[src/rtl/lcoc_pkg.sv]
package lcoc_pkg;

	localparam int DEF_MAX_BEADS = 1024;
	localparam int IDX_W   = 10;
	localparam int CRD_W   = 16;
	localparam int CAND_W  = CRD_W + 2;
	localparam int POS_W   = 13;
	localparam int N_CAND  = 16;
	localparam int MOVE_W  = 36;
	localparam int FOLLOW_W = 24;
	localparam int CFG_W   = 36;
	localparam int CFG_IDX_W = 2;

	localparam logic [CFG_IDX_W-1:0] REG_MOVES_SUB0 = 2'd0;
	localparam logic [CFG_IDX_W-1:0] REG_MOVES_SUB1 = 2'd1;
	localparam logic [CFG_IDX_W-1:0] REG_FOLLOW     = 2'd2;

	localparam logic OP_WRITE = 1'b0;
	localparam logic OP_QUERY = 1'b1;

	localparam logic [2:0] M_PLAIN  = 3'd0;
	localparam logic [2:0] M_ONE    = 3'd1;
	localparam logic [2:0] M_TWO    = 3'd2;
	localparam logic [2:0] M_FRAG   = 3'd3;
	localparam logic [2:0] M_BRICK  = 3'd4;
	localparam logic [2:0] M_FBRICK = 3'd5;
	localparam logic [2:0] M_WHOLE  = 3'd6;
	localparam logic [2:0] M_UNUSED = 3'd7;

	typedef struct packed {
		logic op;
		logic [2:0] mode;
	} req_info_t;

	typedef struct packed {
		logic accept;
		logic rd_base;
		logic build;
		logic scan;
		logic next_i;
	} dp_cmd_t;

	typedef struct packed {
		logic hit;
		logic exhausted;
		logic i_ok;
	} dp_stat_t;

	function automatic logic signed [CAND_W-1:0] move_comp(input logic [MOVE_W-1:0] tbl,
			input logic [1:0] k, input logic [1:0] c);
		logic [5:0] sh;
		logic [2:0] v;
		sh = 6'(k) * 6'd9 + 6'(c) * 6'd3;
		v = 3'(tbl >> sh);
		return CAND_W'($signed(v));
	endfunction

	function automatic logic [1:0] follow_mv(input logic [FOLLOW_W-1:0] ft,
			input logic [1:0] m, input logic [1:0] t);
		logic [4:0] sh;
		sh = 5'(m) * 5'd6 + 5'(t) * 5'd2;
		return 2'(ft >> sh);
	endfunction

endpackage

[src/rtl/lcoc_ctrl.sv]
module lcoc_ctrl
	import lcoc_pkg::*;
(
	input  logic      clk,
	input  logic      arst_n,
	input  logic      in_valid,
	input  req_info_t info,
	output logic      in_ready,
	output logic      out_valid,
	input  logic      out_ready,
	output logic      collision,
	output logic      was_query,
	output dp_cmd_t   cmd,
	input  dp_stat_t  stat
);

	typedef enum logic [4:0] {
		S_IDLE  = 5'b00001,
		S_BASE  = 5'b00010,
		S_BUILD = 5'b00100,
		S_SCAN  = 5'b01000,
		S_FIN   = 5'b10000
	} state_t;

	state_t state_q, state_d;
	logic whole_q, query_q, hit_q;
	logic res_valid_q, res_col_q, res_wq_q;
	logic set_hit, clr_hit, load_res;

	assign in_ready  = (state_q == S_IDLE);
	assign out_valid = res_valid_q;
	assign collision = res_col_q;
	assign was_query = res_wq_q;

	always_comb begin
		state_d = state_q;
		cmd = '0;
		set_hit = 1'b0;
		clr_hit = 1'b0;
		load_res = 1'b0;
		case (state_q)
			S_IDLE: begin
				if (in_valid) begin
					cmd.accept = 1'b1;
					clr_hit = 1'b1;
					if (info.op == OP_WRITE || info.mode == M_UNUSED) state_d = S_FIN;
					else state_d = S_BASE;
				end
			end
			S_BASE: begin
				cmd.rd_base = 1'b1;
				if (whole_q && !stat.i_ok) state_d = S_FIN;
				else state_d = S_BUILD;
			end
			S_BUILD: begin
				cmd.build = 1'b1;
				state_d = S_SCAN;
			end
			S_SCAN: begin
				cmd.scan = 1'b1;
				if (stat.hit) begin
					set_hit = 1'b1;
					state_d = S_FIN;
				end else if (stat.exhausted) begin
					if (whole_q) begin
						cmd.next_i = 1'b1;
						state_d = S_BASE;
					end else begin
						state_d = S_FIN;
					end
				end
			end
			S_FIN: begin
				if (!res_valid_q || out_ready) begin
					load_res = 1'b1;
					state_d = S_IDLE;
				end
			end
			default: state_d = S_IDLE;
		endcase
	end

	always_ff @(posedge clk or negedge arst_n) begin
		if (!arst_n) begin
			state_q <= S_IDLE;
			res_valid_q <= 1'b0;
			hit_q <= 1'b0;
			whole_q <= 1'b0;
			query_q <= 1'b0;
		end else begin
			state_q <= state_d;
			if (cmd.accept) begin
				whole_q <= (info.mode == M_WHOLE);
				query_q <= (info.op == OP_QUERY);
			end
			if (clr_hit) hit_q <= 1'b0;
			else if (set_hit) hit_q <= 1'b1;
			if (load_res) res_valid_q <= 1'b1;
			else if (out_ready) res_valid_q <= 1'b0;
		end
	end

	always_ff @(posedge clk) begin
		if (load_res) begin
			res_col_q <= hit_q;
			res_wq_q <= query_q;
		end
	end

endmodule

[config.mk]
export PLATFORM = sky130hd
export DESIGN_NAME = lcoc_ctrl
export DESIGN_NICKNAME = d
export VERILOG_FILES = /design/src/rtl/lcoc_pkg.sv /design/src/rtl/lcoc_ctrl.sv
export SDC_FILE = /design/constraint.sdc
export NUM_CORES = 1
export LEC_CHECK = 0
export BUFFER_PORTS_ARGS = -buffer_cell sky130_fd_sc_hd__buf_2
export CAP_MARGIN = 20
export CELL_PAD_IN_SITES_DETAIL_PLACEMENT = 0
export CELL_PAD_IN_SITES_GLOBAL_PLACEMENT = 1
export CORE_MARGIN = 1.5
export CORE_UTILIZATION = 38
export DETAILED_ROUTE_END_ITERATION = 7
export GPL_ROUTABILITY_DRIVEN = 0
export PLACE_DENSITY = 0.79
export SLEW_MARGIN = 20
export SYNTH_ARGS = -nofsm -noshare
export SYNTH_HDL_FRONTEND = slang
export SYNTH_SLANG_ARGS = --single-unit
[constraint.sdc]
create_clock -name clk -period 4.2 [get_ports clk]
set_input_delay 0.21 -clock clk [delete_from_list [all_inputs] [get_ports clk]]
set_output_delay 0.21 -clock clk [all_outputs]
set_load 0.05 [all_outputs]
==> flow_summary.json, run 1 <==
{
  "synth-edff-count": 2,
  "critPathLaunchType": "flip-flop",
  "final_common_cell": "buf_2",
  "hold_depth": 2,
  "clock-sinks": 11,
  "crit_chain": "or3_4 -> nor2_1 -> and3_1 -> buf_2",
  "grt_max_degree": 10,
  "wl_met3_um": 52,
  "power_frac_seq_pct": 33.0,
  "layout.nets": 92,
  "synth_seq_cells": 11,
  "slowest_stage": "dfrtp_1",
  "rows": 14,
  "drt_pre_antenna_iters": 4,
  "worst_slew_pin_slew_ps": 240.4,
  "vias_per_cell": 5.188,
  "ir_drop_v": 0.0004513,
  "critical_path_required_ps": 3990,
  "intPower_uw": 281.4,
  "syn_inst": 57,
  "netlist-cell-type-count": 29,
  "area.growth.synth_to_final_pct": 23.96,
  "fmax_mhz": 505.1,
  "cts_max_path_buffers": 2,
  "rsz0062_at_grt": "no",
  "cts_tree": "done",
  "hold_ws_ps": 135.3,
  "postCtsSetupBuffers": 0,
  "end_kind": "output pin",
  "ff2ff_path_depth": 4,
  "r2r_start": "state_q[2]",
  "drv_slew": 0,
  "crit_buf_inv": 1,
  "die_height_um": 42.76,
  "finalClockSkew_ps": 3.015,
  "routedWlPerCell_um": 12.71,
  "yosysWarnings": 0,
  "tns_ps": 0,
  "seqCellArea_um2": 286.5,
  "synth-main-ff-cell": "dfrtp_1",
  "cts-root-buf": "clkbuf_4",
  "p_total_uw": 522.5,
  "num_io_pins": 20,
  "critical-path-top-delay-family": "simple AND/OR/NAND/NOR gates",
  "min_path_type": "input pin to flip-flop",
  "combPwrFrac_pct": 53.0,
  "r2r_slack_ps": 2650,
  "avgSynthCellArea_um2": 10.54,
  "synthesis.nets": 68,
  "hold_viol": 0,
  "grtUsageTotal_pct": 15.54,
  "routed_wl_um": 1220,
  "antenna_found_initial": 0,
  "wl_met2_um": 604,
  "drt_iter0_drc": 6,
  "cellPowerDensity_nw_per_um2": 701.9,
  "vias": 498,
  "ant_nets": 0,
  "layout-drive-gt1-share_pct": 36.25,
  "hp-start": "out_ready",
  "dpl.hpwl_um": 941.7,
  "dieArea_um2": 1828,
  "layout_setup_ws_ps": 2220,
  "switching_share_pct": 46.14,
  "grt_pass1_wl_um": 2076,
  "min_period_over_period_pct": 47.14,
  "netlist_area_um2": 600.6,
  "p_switching_uw": 241.1,
  "max_stage_delay_ps": 420,
  "setup_viol": 0,
  "multiInputGateArea_um2": 295.3,
  "synthArstFlopShare_pct": 81.82,
  "synth-seq-area-share_pct": 47.71,
  "htree_levels": 1,
  "fp.dieW_um": 42.76,
  "io_buffer_count": 19,
  "n_fill_cell": 138,
  "grt_pass1_vias": 502,
  "leakagePower_uw": 0.0003604,
  "finalCriticalPeriod_ps": 1980,
  "highest_layer": "met4",
  "worstPathArrival_ps": 1770,
  "coreArea_um2": 1489,
  "cts_buffers": 3,
  "worstReg2RegEnd": "query_q",
  "final_cell_mix": "buf_2, dfrtp_1, nor2_1",
  "worstPathMaxFanout": 6,
  "drcViolationCount": 0,
  "diodes": 0,
  "critPathKind": "flip-flop to output pin",
  "max_cap_violations": 0,
  "p_clk_share_pct": 14.0,
  "grt-ovfl-total": 0,
  "path_clk_slew_ps": 70,
  "relSlewSlack_pct": 83.91,
  "dp_slack_ps": 2521,
  "clk_latency_ps": 270,
  "outcome": "finished clean",
  "initial_utilization_pct": 40.34,
  "holdPathEnd": "out_valid",
  "wl_met1_um": 549
}
==> layer usage <==
metal,vias up,global-route usage (%)
li1,248,-
met2,16,26.97
met5,-,0
met4,0,9.375
met3,2,2.553
met1,232,17.52
==> logic make-up after synthesis <==
kind of cell / Yosys count / share of synthesized area (%)
and+or+nand+nor: 29 / 32.71
muxes: 2 / 3.750
xor gates and xnor gates: 1 / 1.459
AOI/OAI and AO/OA: 10 / 11.25
buffers and inverters: 4 / 3.125
DFF: 11 / 47.71
==> per-stage QoR <==
stage / util, % / instance area (um2) / cells
6_report: 50.00 / 744.5 / 96
5_1_grt: 50.00 / 744.5 / 96
4_1_cts: 50.00 / 744.5 / 96
3_5_place_dp: 47.56 / 708.2 / 91
3_3_place_gp: 47.56 / 708.2 / 91
2_1_floorplan: - / 600.6 / 57
==> layout make-up <==
class	instances	area share, %
Multi-Input combinational cell	42	39.66
Sequential cell	11	38.49
Timing Repair Buffer	20	14.12
Clock buffer	4	3.529
Tap cell	16	2.689
Inverter	3	1.513
==> power groups by stage <==
stage | registers (uW) | clock network [uW] | logic [uW]
floorplan | 185 | 0 | 215
detailed placement | 174 | 0 | 276
CTS | 173 | 75.1 | 278
global placement | 172 | 0 | 277
finish | 172 | 73.3 | 277
global route | 177 | 77.2 | 302
==> synthesized netlist by cell type, types with 2 or more instances <==
| master | instances | area share [%] |
|---|---|---|
| a211oi_1 | 2 | 2.5 |
| a21oi_1 | 2 | 1.7 |
| dfrtp_1 | 8 | 33 |
| edfxtp_1 | 2 | 10 |
| inv_1 | 3 | 1.9 |
| mux2_1 | 2 | 3.7 |
| nand2_1 | 2 | 1.3 |
| nand2b_1 | 3 | 3.1 |
| nand3_1 | 2 | 1.7 |
| nor2_1 | 7 | 4.4 |
| nor2b_1 | 3 | 3.1 |
| nor3_1 | 2 | 1.7 |
| o21ai_0 | 2 | 1.7 |
| or3_4 | 2 | 3.7 |
==> sequential cells by signal (all words and copies together) (netlist names) <==
signal / flops
collision: 1
query_q: 1
out_valid: 1
was_query: 1
hit_q: 1
state_q: 5
whole_q: 1
==> how the worst max path moves through the flow <==
stage | start | end | slack, ps | cells after the start
global placement | state_q[1] | cmd[0] | 2560 | 4
floorplan | state_q[1] | cmd[0] | 1850 | 3
global route | state_q[1] | cmd[0] | 2150 | 4
CTS | state_q[1] | cmd[0] | 2220 | 4
detailed placement | state_q[1] | cmd[0] | 2520 | 4
finish | state_q[1] | cmd[0] | 2220 | 4
==> repair_timing <==
action,CTS,global route
hold buffers,1,0
hold endpoints to repair,8,0
resized for setup,0,0
No activity file was read; power rests on OpenSTA's default activity.
==> run 2: changes to the inputs <==
- CORE_ASPECT_RATIO: unset -> 0.75
- CORE_UTILIZATION: 38 -> 32
- PLACE_DENSITY: 0.79 -> 0.71
- clock period: 4.2 -> 1.7 ns (I/O delays scaled with it)
==> run 2 against run 1 <==
Sequential share of layout area is 4.8 points lower. Worst hold slack worse by 120 ps. Via count is 4.8% higher. Die area is 18% higher. Sequential cell count stayed put. Register-to-register slack worse by 2500 ps.
==> flow_summary.json, run 2 (same netlist as run 1, synthesis figures left out) <==
{
  "outcome": "finished clean",
  "final_common_cell": "buf_2",
  "clock-sinks": 11,
  "dpl.cell_count": 97,
  "vias": 522,
  "hold_viol": 0,
  "holdPathEnd": "out_valid",
  "grt_pass1_wl_um": 2159,
  "largest_reg_flops": 5,
  "routedWlPerCell_um": 12.00,
  "ant_nets": 0,
  "vias_per_cell": 4.833,
  "r2r_slack_ps": 120,
  "cts_buffers": 3,
  "min_path_type": "input pin to flip-flop",
  "grt_pass1_vias": 492,
  "setup_viol": 0,
  "p_total_uw": 1437,
  "critPathKind": "flip-flop to output pin",
  "drt_pre_antenna_iters": 3,
  "coreArea_um2": 1757,
  "max_cap_violations": 0,
  "tns_ps": 0,
  "routed_wl_um": 1296,
  "finalCriticalPeriod_ps": 1660,
  "num_io_pins": 20,
  "n_fill_cell": 175,
  "antenna_found_initial": 0,
  "worstPathMaxFanout": 4,
  "path_clk_slew_ps": 70,
  "die_height_um": 40.52,
  "initial_utilization_pct": 34.19,
  "grt-ovfl-total": 0,
  "min_period_over_period_pct": 97.64,
  "regMostFlops": "state_q",
  "dpl.hpwl_um": 974.6,
  "finalClockSkew_ps": 3.163,
  "cts_tree": "done",
  "end_kind": "output pin",
  "hold_ws_ps": 14.19,
  "final_cell_mix": "buf_2, dfrtp_1, nor2_1, buf_4, clkbuf_4",
  "ff2ff_path_depth": 5,
  "clk_latency_ps": 270,
  "cts-root-buf": "clkbuf_4",
  "dieArea_um2": 2148,
  "layout.nets": 98,
  "grt_max_degree": 10,
  "worst_slew_pin_slew_ps": 247.3,
  "relSlewSlack_pct": 83.39,
  "worstPathArrival_ps": 1570,
  "area.growth.synth_to_final_pct": 42.29,
  "hold_depth": 2,
  "hp-start": "out_ready",
  "rsz0062_at_grt": "yes",
  "drcViolationCount": 0,
  "diodes": 0,
  "worstReg2RegEnd": "state_q[0]",
  "grtUsageTotal_pct": 14.91,
  "fin_cells": 108,
  "leakagePower_uw": 0.0004023,
  "fmax_mhz": 602.5,
  "drt_iter0_drc": 14,
  "io_buffer_count": 19,
  "drv_slew": 0,
  "critical_path_required_ps": 1620,
  "cellPowerDensity_nw_per_um2": 1682,
  "fp.dieW_um": 53.03,
  "cts_max_path_buffers": 2,
  "r2r_start": "state_q[1]",
  "htree_levels": 1,
  "layout-drive-gt1-share_pct": 48.84,
  "ir_drop_v": 0.001389,
  "rows": 13,
  "critPathLaunchType": "flip-flop"
}
[run 2: worst max path at each step]
stage            endpoint  slack [ps]        from
2_1_floorplan  state_q[3]         -60  state_q[1]
3_3_place_gp      query_q         160  state_q[4]
3_5_place_dp      query_q         160  state_q[2]
4_1_cts            cmd[0]           6  state_q[0]
5_1_grt            cmd[4]         -30  state_q[4]
6_report           cmd[4]          40  state_q[4]
[run 2: layer usage]
layer	up-vias	track usage, %	part of all wire (%)
met2	14	25.31	46
met5	-	0	0
li1	259	-	-
met3	2	5.597	5.6
met1	247	18.14	48
met4	0	3.846	0.62
[run 2: power by group]
group          internal (uW)  switching, uW
Clock                   90.8           86.6
Sequential               359           63.8
Combinational            335            502
[run 2: per-stage QoR]
step                      setup WS [ps]  cell area [um2]  utilization [%]
after detailed placement          158.9            742.0            42.24
after global routing             -33.33            854.6            48.65
after global placement            163.9            742.0            42.24
after CTS                         6.378            808.3            46.01
final                             40.14            854.6            48.65
after floorplan                  -61.05            626.9                -
[run 2: final cells by class]
type                    count  area, um2  area share, %
repair buffers             26      175.2          20.50
multi-input cells          42      326.6          38.21
inverters                   3      11.26          1.318
well taps                  22      27.53          3.221
flip-flops and latches     11      287.8          33.67
clock buffers               4      26.28          3.075
[run 2: what timing repair did]
item                                    in CTS  in global routing
hold endpoints to repair                     9                  0
endpoints found under the setup margin       4                  5
hold buffers                                 1                  0
gates resized for setup                      5                  6
buffers inserted                             2                  4
gates cloned                                 0                  0
pin swaps                                    2                  4
[run 2: critical path, stage by stage, from the launching register on]
cell	delay, ps
dfrtp_1	420
or3_4	420
nor2_4	180
nand2_4	80
inv_2	70
buf_8	140
==> run 3: changes to the inputs <==
- CORE_ASPECT_RATIO: 0.75 -> unset
- CORE_UTILIZATION: 32 -> 38
- PLACE_DENSITY: 0.71 -> 0.79
- clock period: 1.7 -> 2 ns (I/O delays scaled with it)
==> run 3 against run 2 <==
Die area fell by 15%. Register-to-register slack better by 350 ps. Critical path type unchanged. First-iteration DRC count decreased by 79%. Wire length down 8.4%. Final cell count decreased by 11%. Non-clock buffer count is 6 lower. Cell area down 12%. Utilization grew 1.9 points.
==> flow_summary.json, run 3 (same netlist as run 1, synthesis figures left out) <==
{
  "seqCellArea_um2": 286.5,
  "diodes": 0,
  "grtUsageTotal_pct": 16.43,
  "vias_per_cell": 5.063,
  "worstReg2RegEnd": "state_q[0]",
  "drv_slew": 0,
  "grt_max_degree": 10,
  "hp-start": "out_ready",
  "power_frac_seq_pct": 33.5,
  "layout-drive-gt1-share_pct": 38.75,
  "coreArea_um2": 1489,
  "finalCriticalPeriod_ps": 1813,
  "grt_pass1_vias": 495,
  "worstPathArrival_ps": 1710,
  "tns_ps": 0,
  "htree_levels": 1,
  "post_cts_resized": 0,
  "postCtsSetupBuffers": 0,
  "critPathLaunchType": "flip-flop",
  "min_path_type": "input pin to flip-flop",
  "drt_iter0_drc": 3,
  "final_cell_mix": "buf_2, dfrtp_1, nor2_1",
  "fp.dieW_um": 42.76,
  "num_io_pins": 20,
  "routed_wl_um": 1187,
  "worst_slew_pin_slew_ps": 265.3,
  "critical_path_required_ps": 1900,
  "ir_drop_v": 0.0009280,
  "layout.nets": 92,
  "combPwrFrac_pct": 53.1,
  "worstPathMaxFanout": 6,
  "rsz0062_at_grt": "no",
  "switching_share_pct": 45.74,
  "n_fill_cell": 137,
  "max_cap_violations": 0,
  "finalClockSkew_ps": 1.783,
  "io_buffer_count": 19,
  "p_switching_uw": 499.3,
  "setup_viol": 0,
  "end_kind": "output pin",
  "die_height_um": 42.76,
  "hold_viol": 0,
  "initial_utilization_pct": 40.34,
  "rows": 14,
  "cts_max_path_buffers": 2,
  "outcome": "finished clean",
  "p_clk_share_pct": 13.4,
  "path_clk_slew_ps": 70,
  "cts_tree": "done",
  "leakagePower_uw": 0.0003617,
  "area.growth.synth_to_final_pct": 25.21,
  "r2r_slack_ps": 470,
  "antenna_found_initial": 0,
  "largest_reg_flops": 5,
  "final_area_um2": 752.0,
  "grt-ovfl-total": 0,
  "drcViolationCount": 0,
  "p_total_uw": 1092,
  "min_period_over_period_pct": 90.67,
  "multiInputGateArea_um2": 302.8,
  "regMostFlops": "state_q",
  "hold_depth": 2,
  "drt_pre_antenna_iters": 2,
  "fmax_mhz": 551.5,
  "vias": 486,
  "clk_latency_ps": 260,
  "holdPathEnd": "out_valid",
  "ant_nets": 0,
  "intPower_uw": 592.4,
  "relSlewSlack_pct": 82.18,
  "dieArea_um2": 1828,
  "cts-root-buf": "clkbuf_4",
  "routedWlPerCell_um": 12.36,
  "dpl.hpwl_um": 1011,
  "clock-sinks": 11,
  "grt_pass1_wl_um": 2166,
  "ff2ff_path_depth": 4,
  "cellPowerDensity_nw_per_um2": 1452,
  "final_common_cell": "buf_2",
  "r2r_start": "state_q[0]",
  "placed_cell_area_um2": 715.7,
  "cts_buffers": 3,
  "critPathKind": "flip-flop to output pin"
}
-- run 3: cell count changes in the layout (fill, tap and decap cells not counted), sizes merged --
cell	delta
buf	-5
clkbuf	-1
-- run 3: through the flow --
stage | util [%] | hold WS [ps] | std cells | worst slack [ps]
finish | 50.50 | 36.19 | 96 | 186.6
CTS | 50.50 | 25.78 | 96 | 176.9
detailed placement | 48.07 | -44.41 | 91 | 464.6
floorplan | - | -195.6 | 57 | 30.83
global route | 50.50 | 47.46 | 96 | 93.19
global placement | 48.07 | -43.75 | 91 | 472.0
-- run 3: power groups by stage --
stage                     registers [uW]  clock network (uW)  logic, uW
final                                366                 146        579
after global placement               366                   0        580
after detailed placement             372                   0        580
after global routing                 381                 164        630
after CTS                            368                 153        583
after floorplan                      388                   0        458
-- run 3: repair_timing --
item | CTS | global route
endpoints found under the setup margin | 0 | 0
hold buffers | 1 | 0
endpoints found under the hold margin | 9 | 0
-- run 3: final cells by class --
type / count / share of cell area, %
multi-input cells: 42 / 40.27
flip-flops and latches: 11 / 38.10
repair buffers: 20 / 13.98
clock buffers: 4 / 3.494
well taps: 16 / 2.662
inverters: 3 / 1.498
-- run 3: worst max path at each step --
stage,start,end,slack (ps),depth (start not counted)
floorplan,state_q[1],cmd[0],30,3
global placement,state_q[1],cmd[0],470,4
detailed placement,state_q[1],cmd[0],460,4
CTS,state_q[1],cmd[0],180,4
global route,state_q[1],cmd[0],90,4
finish,state_q[1],cmd[0],190,4
-- run 3: critical path, cell delays in order, from the launching register on --
cell     delay, ps
dfrtp_1        420
or3_4          420
nor2_2         180
and3_1         170
buf_2          260
-- run 3: layer usage --
metal	vias to the layer above	GRT usage [%]	share of wire (%)
met5	-	0	0
met4	0	9.375	0.93
met3	2	2.553	2.9
met2	11	27.58	52
met1	225	19.68	44
li1	248	-	-
